===== src/hw/rtl/qtp_pkg.sv =====
package qtp_pkg;

	localparam logic OP_POLL = 1'b0;
	localparam logic OP_READ = 1'b1;

	localparam logic [0:0] REG_SCALE_NUM = 1'b0;
	localparam logic [0:0] REG_WINDOW = 1'b1;

	localparam logic [15:0] SCALE_NUM_RESET = 16'd256;
	localparam logic [31:0] WINDOW_RESET = 32'd59736;

	// rounding division is a shift, so the denominator stays a power of two
	localparam int SCALE_DENOMINATOR = 256;

	// datapath commands
	typedef struct packed {
		logic complete;    // finish pending steps on both axes
		logic scale;       // compute scaled value for current axis
		logic round_div;   // settle rounding quotient and residue
		logic sched;       // load schedule for current axis
		logic capture;     // latch request fields at accept
		logic div_start;   // start shared divider
		logic div_sel_due; // divider operands: 1 due, 0 window
		logic apply;       // apply due count on current axis
		logic axis;        // current axis
		logic out_load;    // capture result
	} qtp_cmd_t;

	typedef struct packed {
		logic div_busy;
		logic need_div;    // current axis has due work needing division
		logic trans_zero;  // scaled transition count is zero
	} qtp_sts_t;

endpackage


===== src/hw/rtl/qtp_divider.sv =====
module qtp_divider (
	input  logic        clk,
	input  logic        arst_n,
	input  logic        start,
	input  logic [63:0] dividend,
	input  logic [63:0] divisor,
	output logic        busy,
	output logic [63:0] quotient
);

	logic [63:0] rem_q;
	logic [63:0] quo_q;
	logic [63:0] den_q;
	logic [6:0]  cnt_q;
	logic [64:0] trial;

	assign trial = {rem_q, quo_q[63]} - {1'b0, den_q};
	assign busy = (cnt_q != 7'd0);
	assign quotient = quo_q;

	// restoring division, one quotient bit per cycle
	always_ff @(posedge clk or negedge arst_n) begin
		if (!arst_n) begin
			cnt_q <= 7'd0;
		end else if (start) begin
			cnt_q <= 7'd64;
		end else if (busy) begin
			cnt_q <= cnt_q - 7'd1;
		end
	end

	always_ff @(posedge clk) begin
		if (start) begin
			rem_q <= 64'd0;
			quo_q <= dividend;
			den_q <= divisor;
		end else if (busy) begin
			if (!trial[64] && !(rem_q[63])) begin
				rem_q <= trial[63:0];
				quo_q <= {quo_q[62:0], 1'b1};
			end else if (rem_q[63]) begin
				rem_q <= trial[63:0];
				quo_q <= {quo_q[62:0], 1'b1};
			end else begin
				rem_q <= {rem_q[62:0], quo_q[63]};
				quo_q <= {quo_q[62:0], 1'b0};
			end
		end
	end

endmodule


===== src/hw/rtl/qtp_datapath.sv =====
module qtp_datapath #(
	parameter int MAX_TRANSITIONS = 1023,
	parameter int RES_W = 18,
	parameter int STEP_W = 16
) (
	input  logic               clk,
	input  logic               arst_n,
	input  qtp_pkg::qtp_cmd_t  cmd,
	output qtp_pkg::qtp_sts_t  sts,
	input  logic               cfg_we,
	input  logic [0:0]         cfg_idx,
	input  logic [31:0]        cfg_data,
	input  logic signed [15:0] delta_x,
	input  logic signed [15:0] delta_y,
	input  logic [63:0]        timestamp,
	input  logic               fire_pressed,
	output logic [1:0]         x_phase,
	output logic [1:0]         y_phase,
	output logic               x_moving_negative,
	output logic               y_moving_positive,
	output logic               fire_released
);

	localparam int HALF = qtp_pkg::SCALE_DENOMINATOR / 2;
	localparam int SH = $clog2(qtp_pkg::SCALE_DENOMINATOR);
	localparam int SC_W = 34 + RES_W;

	logic [15:0] scale_num_q;
	logic [31:0] window_q;

	logic [1:0]              phase_q [2];
	logic [1:0]              dir_q [2];   // 01 positive, 11 negative, 00 none
	logic [STEP_W-1:0]       left_q [2];
	logic [63:0]             next_q [2];
	logic [63:0]             iv_q [2];
	logic signed [RES_W-1:0] res_q [2];

	logic signed [SC_W-1:0]  scaled_q;
	logic signed [SC_W-1:0]  trans_q;
	logic [STEP_W-1:0]       mag_q;
	logic                    neg_q;

	// request fields held for the whole request
	logic signed [15:0]      dx_q, dy_q;
	logic [63:0]             ts_q;
	logic                    fire_q;

	logic [1:0] out_xp_q, out_yp_q;
	logic out_xn_q, out_yp_dir_q, out_fr_q;

	logic                    a;
	logic signed [16:0]      dneg;
	logic signed [16:0]      dcl;
	logic signed [33:0]      prod;
	logic signed [SC_W-1:0]  adj;
	logic signed [SC_W-1:0]  tr;
	logic [63:0]             div_a, div_b, div_q;
	logic                    div_busy;
	logic [63:0]             iv_eff;
	logic [63:0]             due;
	logic [STEP_W-1:0]       due_n;

	assign a = cmd.axis;

	always_comb begin
		dneg = a ? -$signed({dy_q[15], dy_q}) : -$signed({dx_q[15], dx_q});
		dcl = dneg;
		if (dneg > 17'sd32767) dcl = 17'sd32767;
		prod = dcl * $signed({1'b0, scale_num_q});
		adj = scaled_q + (scaled_q < 0 ? -SC_W'(HALF) : SC_W'(HALF));
		// truncating divide by a power of two
		tr = (adj < 0) ? -((-adj) >>> SH) : (adj >>> SH);
	end

	assign iv_eff = (iv_q[a] == 64'd0) ? 64'd1 : iv_q[a];
	assign div_a = cmd.div_sel_due ? (ts_q - next_q[a]) : {32'd0, window_q};
	assign div_b = cmd.div_sel_due ? iv_eff : {{(64-STEP_W){1'b0}}, mag_q};

	qtp_divider u_div (
		.clk(clk), .arst_n(arst_n), .start(cmd.div_start),
		.dividend(div_a), .divisor(div_b), .busy(div_busy), .quotient(div_q)
	);

	assign due = div_q + 64'd1;
	assign due_n = (due > {{(64-STEP_W){1'b0}}, left_q[a]}) ? left_q[a] : due[STEP_W-1:0];

	assign sts.div_busy = div_busy;
	assign sts.need_div = (left_q[a] != '0) && (ts_q >= next_q[a]);
	assign sts.trans_zero = (trans_q == '0);

	always_ff @(posedge clk or negedge arst_n) begin
		if (!arst_n) begin
			scale_num_q <= qtp_pkg::SCALE_NUM_RESET;
			window_q <= qtp_pkg::WINDOW_RESET;
			for (int i = 0; i < 2; i++) begin
				phase_q[i] <= 2'd0;
				dir_q[i] <= 2'd0;
				left_q[i] <= '0;
				next_q[i] <= 64'd0;
				iv_q[i] <= 64'd1;
				res_q[i] <= '0;
			end
		end else begin
			if (cfg_we) begin
				if (cfg_idx == qtp_pkg::REG_SCALE_NUM) scale_num_q <= cfg_data[15:0];
				else window_q <= cfg_data;
			end
			if (cmd.complete) begin
				for (int i = 0; i < 2; i++) begin
					if (dir_q[i] == 2'b01)
						phase_q[i] <= phase_q[i] + left_q[i][1:0];
					else if (dir_q[i] == 2'b11)
						phase_q[i] <= phase_q[i] - left_q[i][1:0];
					left_q[i] <= '0;
					next_q[i] <= 64'd0;
					iv_q[i] <= 64'd1;
				end
			end
			if (cmd.round_div) begin
				res_q[a] <= RES_W'(scaled_q - (tr <<< SH));
			end
			if (cmd.sched) begin
				dir_q[a] <= neg_q ? 2'b11 : 2'b01;
				left_q[a] <= mag_q;
				iv_q[a] <= (div_q == 64'd0) ? 64'd1 : div_q;
				next_q[a] <= (div_q == 64'd0) ? 64'd1 : div_q;
			end
			if (cmd.apply) begin
				if (dir_q[a] == 2'b01) phase_q[a] <= phase_q[a] + due_n[1:0];
				else if (dir_q[a] == 2'b11) phase_q[a] <= phase_q[a] - due_n[1:0];
				left_q[a] <= left_q[a] - due_n;
				next_q[a] <= next_q[a] + iv_eff * {{(64-STEP_W){1'b0}}, due_n};
			end
		end
	end

	always_ff @(posedge clk) begin
		if (cmd.capture) begin
			dx_q <= delta_x;
			dy_q <= delta_y;
			ts_q <= timestamp;
			fire_q <= fire_pressed;
		end
		if (cmd.scale) begin
			scaled_q <= SC_W'(prod) + SC_W'(res_q[a]);
		end
		if (cmd.round_div) begin
			trans_q <= tr;
			if (tr > SC_W'(MAX_TRANSITIONS)) begin
				mag_q <= STEP_W'(MAX_TRANSITIONS);
			end else if (tr < -SC_W'(MAX_TRANSITIONS)) begin
				mag_q <= STEP_W'(MAX_TRANSITIONS);
			end else begin
				mag_q <= (tr < 0) ? STEP_W'(-tr) : STEP_W'(tr);
			end
			neg_q <= (tr < 0);
		end
		if (cmd.out_load) begin
			out_xp_q <= phase_q[0];
			out_yp_q <= phase_q[1];
			out_xn_q <= (dir_q[0] == 2'b11);
			out_yp_dir_q <= (dir_q[1] == 2'b01);
			out_fr_q <= !fire_q;
		end
	end

	assign x_phase = out_xp_q;
	assign y_phase = out_yp_q;
	assign x_moving_negative = out_xn_q;
	assign y_moving_positive = out_yp_dir_q;
	assign fire_released = out_fr_q;

endmodule


===== src/hw/rtl/qtp_ctrl.sv =====
module qtp_ctrl (
	input  logic              clk,
	input  logic              arst_n,
	input  logic              in_valid,
	output logic              in_ready,
	input  logic              operation,
	output logic              out_valid,
	input  logic              out_ready,
	input  qtp_pkg::qtp_sts_t sts,
	output qtp_pkg::qtp_cmd_t cmd
);

	localparam logic [3:0] S_IDLE   = 4'd0;
	localparam logic [3:0] S_SCALE  = 4'd1;
	localparam logic [3:0] S_ROUND  = 4'd2;
	localparam logic [3:0] S_CHK    = 4'd3;
	localparam logic [3:0] S_WDIV   = 4'd4;
	localparam logic [3:0] S_SCHED  = 4'd5;
	localparam logic [3:0] S_DUE    = 4'd6;
	localparam logic [3:0] S_DWAIT  = 4'd7;
	localparam logic [3:0] S_APPLY  = 4'd8;
	localparam logic [3:0] S_OUT    = 4'd9;
	localparam logic [3:0] S_DSTART = 4'd10;
	localparam logic [3:0] S_WSTART = 4'd11;

	logic [3:0] state_q;
	logic       axis_q;
	logic       out_valid_q;

	assign in_ready = (state_q == S_IDLE) && !(out_valid_q && !out_ready);
	assign out_valid = out_valid_q;

	always_comb begin
		cmd = '0;
		cmd.axis = axis_q;
		case (state_q)
			S_IDLE: begin
				cmd.capture = in_valid && in_ready;
				cmd.complete = in_valid && in_ready && (operation == qtp_pkg::OP_POLL);
			end
			S_SCALE:  cmd.scale = 1'b1;
			S_ROUND:  cmd.round_div = 1'b1;
			S_WSTART: cmd.div_start = 1'b1;
			// a zero transition count leaves the axis schedule untouched
			S_SCHED:  cmd.sched = !sts.trans_zero;
			S_DSTART: begin
				cmd.div_start = 1'b1;
				cmd.div_sel_due = 1'b1;
			end
			S_DWAIT:  cmd.div_sel_due = 1'b1;
			S_APPLY: begin
				cmd.apply = sts.need_div;
				cmd.div_sel_due = 1'b1;
			end
			S_OUT:    cmd.out_load = !(out_valid_q && !out_ready);
			default:  cmd.complete = 1'b0;
		endcase
	end

	always_ff @(posedge clk or negedge arst_n) begin
		if (!arst_n) begin
			state_q <= S_IDLE;
			axis_q <= 1'b0;
			out_valid_q <= 1'b0;
		end else begin
			if (state_q == S_OUT && !(out_valid_q && !out_ready)) out_valid_q <= 1'b1;
			else if (out_valid_q && out_ready) out_valid_q <= 1'b0;
			case (state_q)
				S_IDLE: begin
					axis_q <= 1'b0;
					if (in_valid && in_ready)
						state_q <= (operation == qtp_pkg::OP_POLL) ? S_SCALE : S_DUE;
				end
				S_SCALE: state_q <= S_ROUND;
				S_ROUND: state_q <= S_CHK;
				S_CHK:   state_q <= sts.trans_zero ? S_SCHED : S_WSTART;
				S_WSTART: state_q <= S_WDIV;
				S_WDIV:  if (!sts.div_busy) state_q <= S_SCHED;
				S_SCHED: begin
					axis_q <= ~axis_q;
					state_q <= axis_q ? S_IDLE : S_SCALE;
				end
				S_DUE: state_q <= sts.need_div ? S_DSTART : S_APPLY;
				S_DSTART: state_q <= S_DWAIT;
				S_DWAIT: if (!sts.div_busy) state_q <= S_APPLY;
				S_APPLY: begin
					axis_q <= ~axis_q;
					state_q <= axis_q ? S_OUT : S_DUE;
				end
				S_OUT: begin
					if (!(out_valid_q && !out_ready))
						state_q <= S_IDLE;
				end
				default: state_q <= S_IDLE;
			endcase
		end
	end

endmodule


===== src/hw/rtl/quadrature_transition_pacer_top.sv =====
// quadrature transition pacer: a poll request (operation 0) finishes any
// pending steps on both axes, then scales the negated, clamped deltas by
// scale_numerator over SCALE_DENOMINATOR with a carried residue, rounds half
// away from zero, clamps to MAX_TRANSITIONS and spreads the transitions over
// window_duration ticks; it returns nothing, and the window division runs
// only on an axis with motion.
// a read request (operation 1) applies the steps due at its timestamp and
// returns one result, using the single bit-per-cycle 64-bit divider
// shared by both axes. the user must write configuration registers only
// while the block is idle; the block itself does not enforce this.
module quadrature_transition_pacer_top #(
	parameter int MAX_TRANSITIONS = 1023
) (
	input  logic               clk,
	input  logic               arst_n,
	input  logic               cfg_we,
	input  logic [0:0]         cfg_index,
	input  logic [31:0]        cfg_data,
	input  logic               in_valid,
	output logic               in_ready,
	input  logic               operation,
	input  logic signed [15:0] delta_x,
	input  logic signed [15:0] delta_y,
	input  logic [63:0]        timestamp,
	input  logic               fire_pressed,
	output logic               out_valid,
	input  logic               out_ready,
	output logic [1:0]         x_phase,
	output logic [1:0]         y_phase,
	output logic               x_moving_negative,
	output logic               y_moving_positive,
	output logic               fire_released
);

	// residue width and step counter width follow the constants
	localparam int RES_W = $clog2(qtp_pkg::SCALE_DENOMINATOR) + 2;
	localparam int STEP_W = $clog2(MAX_TRANSITIONS + 1) + 1;

	qtp_pkg::qtp_cmd_t cmd;
	qtp_pkg::qtp_sts_t sts;

	// sequencer: one request at a time
	qtp_ctrl u_ctrl (
		.clk(clk), .arst_n(arst_n),
		.in_valid(in_valid), .in_ready(in_ready), .operation(operation),
		.out_valid(out_valid), .out_ready(out_ready),
		.sts(sts), .cmd(cmd)
	);

	// per-axis state, scaling and the shared divider
	qtp_datapath #(
		.MAX_TRANSITIONS(MAX_TRANSITIONS),
		.RES_W(RES_W),
		.STEP_W(STEP_W)
	) u_dp (
		.clk(clk), .arst_n(arst_n), .cmd(cmd), .sts(sts),
		.cfg_we(cfg_we), .cfg_idx(cfg_index), .cfg_data(cfg_data),
		.delta_x(delta_x), .delta_y(delta_y), .timestamp(timestamp),
		.fire_pressed(fire_pressed),
		.x_phase(x_phase), .y_phase(y_phase),
		.x_moving_negative(x_moving_negative),
		.y_moving_positive(y_moving_positive),
		.fire_released(fire_released)
	);

endmodule


===== config.mk =====
export PLATFORM = sky130hd
export DESIGN_NAME = quadrature_transition_pacer_top
export DESIGN_NICKNAME = d
export VERILOG_FILES = /design/src/hw/rtl/qtp_pkg.sv /design/src/hw/rtl/qtp_divider.sv /design/src/hw/rtl/qtp_datapath.sv /design/src/hw/rtl/qtp_ctrl.sv /design/src/hw/rtl/quadrature_transition_pacer_top.sv
export SDC_FILE = /design/constraint.sdc
export NUM_CORES = 2
export LEC_CHECK = 0
export ABC_AREA = 1
export BUFFER_PORTS_ARGS = -buffer_cell sky130_fd_sc_hd__buf_2
export CORE_ASPECT_RATIO = 0.75
export CORE_UTILIZATION = 50
export CTS_CLUSTER_DIAMETER = 40
export DETAILED_ROUTE_END_ITERATION = 7
export PLACE_DENSITY_LB_ADDON = 0.1
export REMOVE_ABC_BUFFERS = 1
export SYNTH_ARGS = -nofsm -noshare
export SYNTH_HDL_FRONTEND = slang
export SYNTH_SLANG_ARGS = --single-unit

===== constraint.sdc =====
create_clock -name clk -period 9.26 [get_ports clk]
set_input_delay 1.389 -clock clk [delete_from_list [all_inputs] [get_ports clk]]
set_output_delay 1.389 -clock clk [all_outputs]
set_load 0.01 [all_outputs]

; Yosys cells after proc, flatten, opt, wreduce, memory -nomap -nowiden
; Index checks and enable logic that the tools add are counted.
[word_totals]
regBits = 754
inputBits = 136
out_inout_bits = 9
word_cells = 215
[classes]
add_sub_neg = 20
n_mul = 2
magnitude_cmp = 10
n_eq_ne = 21
n_mux = 92
bitwise_logic = 4
n_reduce_logical = 31
[ops]
columns = operator, n
row1 = $mux 64, 14
row2 = $mux 128, 5
row3 = $bwmux 128, 3
row4 = $logic_not 64->1, 2
row5 = $lt 44x1->1 const B, 2
row6 = $mux 44, 2
row7 = $mux 11, 7
row8 = $mux 22, 3
row9 = $sub 65x64->65, 1
row10 = $add 64x1->64 const B, 1
row11 = $add 64x64->64, 1
row12 = $demux 64 s1, 1
row13 = $ge 64x64->1, 1
row14 = $gt 64x11->1, 1
row15 = $mul 64x11->64, 1
row16 = $sub 64x64->64, 1
row17 = $pmux 4 s12, 1
row18 = $add 35x44->44, 1
row19 = $bwmux 22, 2
row20 = $gt 44x11->1 const B, 1
row21 = $logic_not 44->1, 1
row22 = $lt 44x11->1 const B, 1
row23 = $neg 36->44, 1
row24 = $neg 44->44, 1
row25 = 45 further kinds, 125

; Longest topological paths before layout
[logic_depth]
word_depth = 12
depth_mapped = 54
ltp_nobuf = 51

; Cells and area by module
; Synthesis repeated with hierarchy kept, for this count alone.
[unflattened]
hier_cells = 11325
hier_area_um2 = 83378.7
[by_module_without_submodules]
columns = module, instances, cells_per_inst, area_each_um2, seq_area_each_um2
row1 = qtp_datapath, 1, 9003, 68428.1, 14697.8
row2 = qtp_divider, 1, 2231, 14397.6, 5300.1
row3 = qtp_ctrl, 1, 91, 553.0, 150.1

; Worst setup path after synthesis
; OpenSTA, ideal clock, no wires.
[synth_timing]
path_type = reg-to-reg
startpoint = register u_ctrl.axis_q
endpoint = register u_dp.scaled_q[34] (netlist name)
setup_time_ps = 265
arrival_time_ps = 8254
t_required_ps = 8995
slack_ps = 741
stages_incl_launch_ff = 36
n_path_buf = 8
period_less_slack_ps = 8519
path_cell_list = dfrtp_1 -> buf_2 -> clkbuf_1 -> buf_2 -> buf_2 -> buf_1 -> clkbuf_1 -> buf_1 -> clkbuf_1 -> mux2i_1 -> fa_1 -> inv_1 -> fa_1 -> fa_1 -> inv_1 -> fa_1 -> fa_1 -> inv_1 -> ha_1 -> a21oi_1 -> o21ai_0 -> nand3_1 -> nand2_1 -> nand2_1 -> nand2_1 -> a21boi_0 -> o21bai_1 -> a21boi_0 -> o21bai_1 -> nand2_1 -> nand2_1 -> nand2_1 -> nand2_1 -> nand2_1 -> o211ai_1 -> xor2_1
[synth_between]
elab_chain_len = 5
word_cells_on_any_way = 9
classes_between = add/sub: 1 / mul: 1 / order compare: 1 / mux: 5 / bitwise: 1
[synth_rtl]
columns = item, line
row1 = from (decl), qtp_ctrl.sv:27  ; logic axis_q;
row2 = from (signal assigned), qtp_ctrl.sv:80  ; axis_q <= ~axis_q;
row3 = from (signal assigned), qtp_ctrl.sv:87  ; axis_q <= ~axis_q;
row4 = $mux 17 / $not 1->2 (equally long branches), "qtp_datapath.sv:66, qtp_datapath.sv:145"
row5 = $gt 17x16->1 / $mux 10 (equally long branches), "qtp_datapath.sv:68, qtp_datapath.sv:145"
row6 = $mux 17 / $mux 10 (equally long branches), "qtp_datapath.sv:68, qtp_datapath.sv:145"
row7 = $mul 17x17->34 / $mux 10 (equally long branches), "qtp_datapath.sv:69, qtp_datapath.sv:145"
row8 = $add 34x10->35 *, qtp_datapath.sv:145  ; scaled_q <= SC_W'(prod) + SC_W'(res_q[a]);
; Every way passes the cells marked *; elsewhere a longest branch is shown, timed or not. The select of a mux whose other input is x is not followed.
; A chain may end at the register's enable or synchronous reset.

; Worst setup path in the final report
[layout_timing]
startpoint = register u_dp.u_div.quo_q[0] (netlist: u_dp.u_div.quotient[0])
endpoint = register u_dp.next_q[55] in the netlist's numbering
[layout_between]
elab_chain_len = 7
word_cells_on_any_way = 11
classes_between = add/sub: 2 / mul: 1 / order compare: 1 / mux: 6 / reduce/logical: 1
[layout_rtl]
columns = item, line
row1 = from (decl), qtp_divider.sv:12  ; logic [63:0] quo_q;
row2 = from (signal assigned), qtp_divider.sv:35  ; quo_q <= dividend;
row3 = from (signal assigned), qtp_divider.sv:40  ; quo_q <= {quo_q[62:0], 1'b1};
row4 = from (signal assigned), qtp_divider.sv:43  ; quo_q <= {quo_q[62:0], 1'b1};
row5 = $add 64x1->64, qtp_datapath.sv:84  ; assign due = div_q + 64'd1;
row6 = $gt 64x11->1, qtp_datapath.sv:85  ; assign due_n = (due > {{(64-STEP_W){1'b0}}, left_q[a]}) ? left_q[a] : due[STEP_W-1:0];
row7 = $mux 11, qtp_datapath.sv:85
row8 = $mul 64x11->64, qtp_datapath.sv:132  ; next_q[a] <= next_q[a] + iv_eff * {{(64-STEP_W){1'b0}}, due_n};
row9 = $add 64x64->64, qtp_datapath.sv:132
row10 = $bwmux 128, qtp_datapath.sv:132
row11 = $mux 128 *, qtp_datapath.sv:128  ; if (cmd.apply) begin
row12 = "to (signal, indexed assignment)", qtp_datapath.sv:126  ; next_q[a] <= (div_q == 64'd0) ? 64'd1 : div_q;
row13 = "to (signal, indexed assignment)", qtp_datapath.sv:132
row14 = to (decl), qtp_datapath.sv:34  ; logic [63:0] next_q [2];
; Every way passes the cells marked *; elsewhere a longest branch is shown, timed or not.

==> results.cfg <==
[cts]
htreeDepth = 3
cts_buffers = 103
worst_skew_pair.late_latency_ns = 0.78
cts_buffer_depth = 3
cts-root-buf = clkbuf_16
path_clk_slew_ns = 0.07
cts_hold_buf = 0
cts_tree = yes
cts_sinks = 753

[logic_synthesis]
ys_top_cells_by_area = fa_1 22%, edfxtp_1 12%, dfrtp_1 11%, nand2_1 9.0%, inv_1 8.6%
synth_top_cell_area_share_pct = 21.8
synth_area_um2 = 80100
syn-instance-count = 10234
syn_area_per_cell_um2 = 7.83
yosysSeqAreaShare_pct = 25.1
async_flop_share_pct = 48.7
synth_seq_cells = 753
synth_warnings = 0
synth_ff_type = dfrtp_1
synth_edf_count = 322
synth_cell_types = 79
yosysTopAreaCell = fa_1

[critical_path]
cp.arrival_ns = 9.63
slowest_delay_ns = 0.59
critPathLaunch = u_dp.u_div.quotient[0]$_DFFE_PP_
cp-endpoint = u_dp.next_q[55]$_DFF_PN0_
r2r-end = u_dp.next_q[55]$_DFF_PN0_
r2r-start = u_dp.u_div.quotient[0]$_DFFE_PP_
cp_common_cell = nand2_1
endpoint_kind = flip-flop
critical_path_buf_inv_count = 15
r2r_slack_ns = 0.31
cp-start-kind = flip-flop
worst_r2r_path_depth = 47
slowest_stage = fa_1
cp_max_fo = 21
crit_cells = 47
crit_family = adder cells
critPathKind = reg2reg
required_ns = 9.94

[global_route]
grt_pass1_vias = 71527
grt_pass1_wl_um = 449000
antenna_found_initial = 13
grt_max_degree = 152
track_usage_pct = 37.0
overflow = 0

[cells_and_area]
area_growth_syn_to_layout_pct = 15.0
final_cell_mix = 1916 x nand2_1, 1823 x inv_1, 1002 x nor2_1
nets = 12178
final_core_util_pct = 58.2
drive_gt1_share_pct = 12.9
layout_commonest_cell = nand2_1

[routing]
dr.first_iter.drc_count = 8628
drc_errors = 0
wl_um = 298000
wl_per_cell_um = 22.9
first_pass_iters = 6
via_per_inst = 5.67
drtAntennaViolNets = 0
vias = 73814

[timing]
setup-tns-final_ns = 0
setup_viol = 0
drv_slew = 0
max_freq_ghz = 0.112
post-route-period-util_pct = 96.7
finalHoldViolations = 0
worstMarginPinSlew_ns = 1.43
max_slew_margin_pct = 1.90
hold_slack_ns = 0.468
finClkSkew_ns = 0.0830
min_period_ns = 8.95

[placed_design]
port_buffers = 144
hpwl_um = 244000
gp_routability_congestion = 1.02

[outcome]
status = completed

[floorplanning]
die_h_um = 349
io_pins = 145
core-area_um2 = 158000
die_w_um = 464
num_rows = 126
die_area_um2 = 162000
initial_core_util_pct = 50.6

[min_path]
hold_class = reg2reg
min_path_cells = 2

[flow_run]
maxCapViolCount = 0
==> logic make-up after synthesis <==
group	count (synthesis)	synth area share, %
AND/OR/NAND/NOR	4239	22.9
buffers and inverters	2227	10.5
AO/OA/AOI/OAI	1475	10.4
adder cells (fa/ha/maj)	1236	27.5
flip-flops	753	25.1
XOR/XNOR	218	2.39
multiplexers	85	1.09
other	1	0.00468
==> how the worst min path moves through the flow <==
stage	startpoint	end	slack, ns
2_1_floorplan	u_dp.u_div.rem_q[22]$_SDFFE_PN0N_	u_dp.u_div.rem_q[22]$_SDFFE_PN0N_	0.45
3_3_place_gp	u_dp.u_div.rem_q[45]$_SDFFE_PN0N_	u_dp.u_div.rem_q[45]$_SDFFE_PN0N_	0.46
3_5_place_dp	u_dp.u_div.rem_q[25]$_SDFFE_PN0N_	u_dp.u_div.rem_q[25]$_SDFFE_PN0N_	0.46
4_1_cts	u_dp.u_div.rem_q[33]$_SDFFE_PN0N_	u_dp.u_div.rem_q[33]$_SDFFE_PN0N_	0.47
5_1_grt	u_dp.u_div.rem_q[56]$_SDFFE_PN0N_	u_dp.u_div.rem_q[56]$_SDFFE_PN0N_	0.49
6_report	u_dp.u_div.rem_q[25]$_SDFFE_PN0N_	u_dp.u_div.rem_q[25]$_SDFFE_PN0N_	0.47
==> per-layer routing <==
layer / global-route usage (%) / vias up / share of wire, % / wire length, um
li1: - / 33797 / - / -
met1: 57.9 / 35816 / 46 / 138000
met2: 46.2 / 3867 / 36 / 108000
met3: 15.5 / 322 / 15 / 45300
met4: 7.36 / 12 / 2.1 / 6320
met5: 0 / - / 0.027 / 80
==> synth_stat cells (17+ instances only) <==
| library cell | number |
|---|---|
| a21o_1 | 22 |
| inv_1 | 1832 |
| buf_2 | 29 |
| nor2_2 | 42 |
| nand2_1 | 1927 |
| buf_1 | 45 |
| o21a_1 | 28 |
| nor2_1 | 1029 |
| nor3_1 | 64 |
| a31oi_1 | 135 |
| nand3_1 | 781 |
| or2_2 | 92 |
| o21ai_1 | 33 |
| xor2_1 | 126 |
| nand4_1 | 103 |
| o22ai_1 | 29 |
| dfrtp_1 | 356 |
| clkinv_1 | 29 |
| nand3b_1 | 17 |
| a21oi_1 | 439 |
| edfxtp_1 | 322 |
| fa_1 | 873 |
| nor4_1 | 54 |
| dfxtp_1 | 64 |
| a21boi_0 | 74 |
| o211ai_1 | 73 |
| nand2_2 | 57 |
| mux2i_1 | 69 |
| xnor2_1 | 91 |
| ha_1 | 363 |
| o21ai_0 | 558 |
| clkbuf_1 | 269 |
==> worst reg2reg max path, delay by kind of cell (launching register included) <==
kind,cells,cell delay (ns)
fa+ha+maj,7,3.16
simple gates,18,2.04
buf+inv,15,1.93
compound gates,6,1.01
flops,1,0.42
xor+xnor,1,0.27
==> registers in the layout, summed over array words and instances, names as in the netlist, 4 cells and up <==
| signal | flops |
|---|---|
| u_ctrl.state_q | 4 |
| u_dp.dir_q | 4 |
| u_dp.dx_q | 16 |
| u_dp.dy_q | 16 |
| u_dp.iv_q | 128 |
| u_dp.left_q | 22 |
| u_dp.mag_q | 11 |
| u_dp.next_q | 128 |
| u_dp.phase_q | 4 |
| u_dp.res_q | 20 |
| u_dp.scale_num_q | 16 |
| u_dp.scaled_q | 35 |
| u_dp.trans_q | 43 |
| u_dp.ts_q | 64 |
| u_dp.u_div.cnt_q | 7 |
| u_dp.u_div.den_q | 64 |
| u_dp.u_div.quotient | 64 |
| u_dp.u_div.rem_q | 64 |
| u_dp.window_q | 32 |
==> timing repair <==
action | 4_1_cts | 5_1_grt
buffers inserted | 1 | 35
cloned | 0 | 2
setup endpoints to repair | 9 | 87
pin swaps | 0 | 45
resized for setup | 4 | 144
==> cell type report <==
class / instances / area [um^2]
timing repair inverter: 1 / 7.51
inverter: 1875 / 7070
antenna: 4 / 10.0
timing repair buffer: 817 / 6380
clock inverter: 63 / 788
sequential: 753 / 20200
clock buffer: 130 / 2910
multi-input combinational: 7255 / 52200
tap: 2112 / 2640
fill: 14782 / 66100
==> through the flow <==
stage	setup slack (ns)	instance area [um^2]	std cells
floorplan	-5.81	78700	9882
global placement	0.0132	87500	12774
detailed placement	-0.0354	87500	12774
CTS	0.00194	91200	12968
global route	-0.0485	92100	13008
finish	0.307	92100	13010
Power is left out: the tool's default activity adds up to more than one toggle a clock period on the data nets, which glitch-free logic cannot reach.
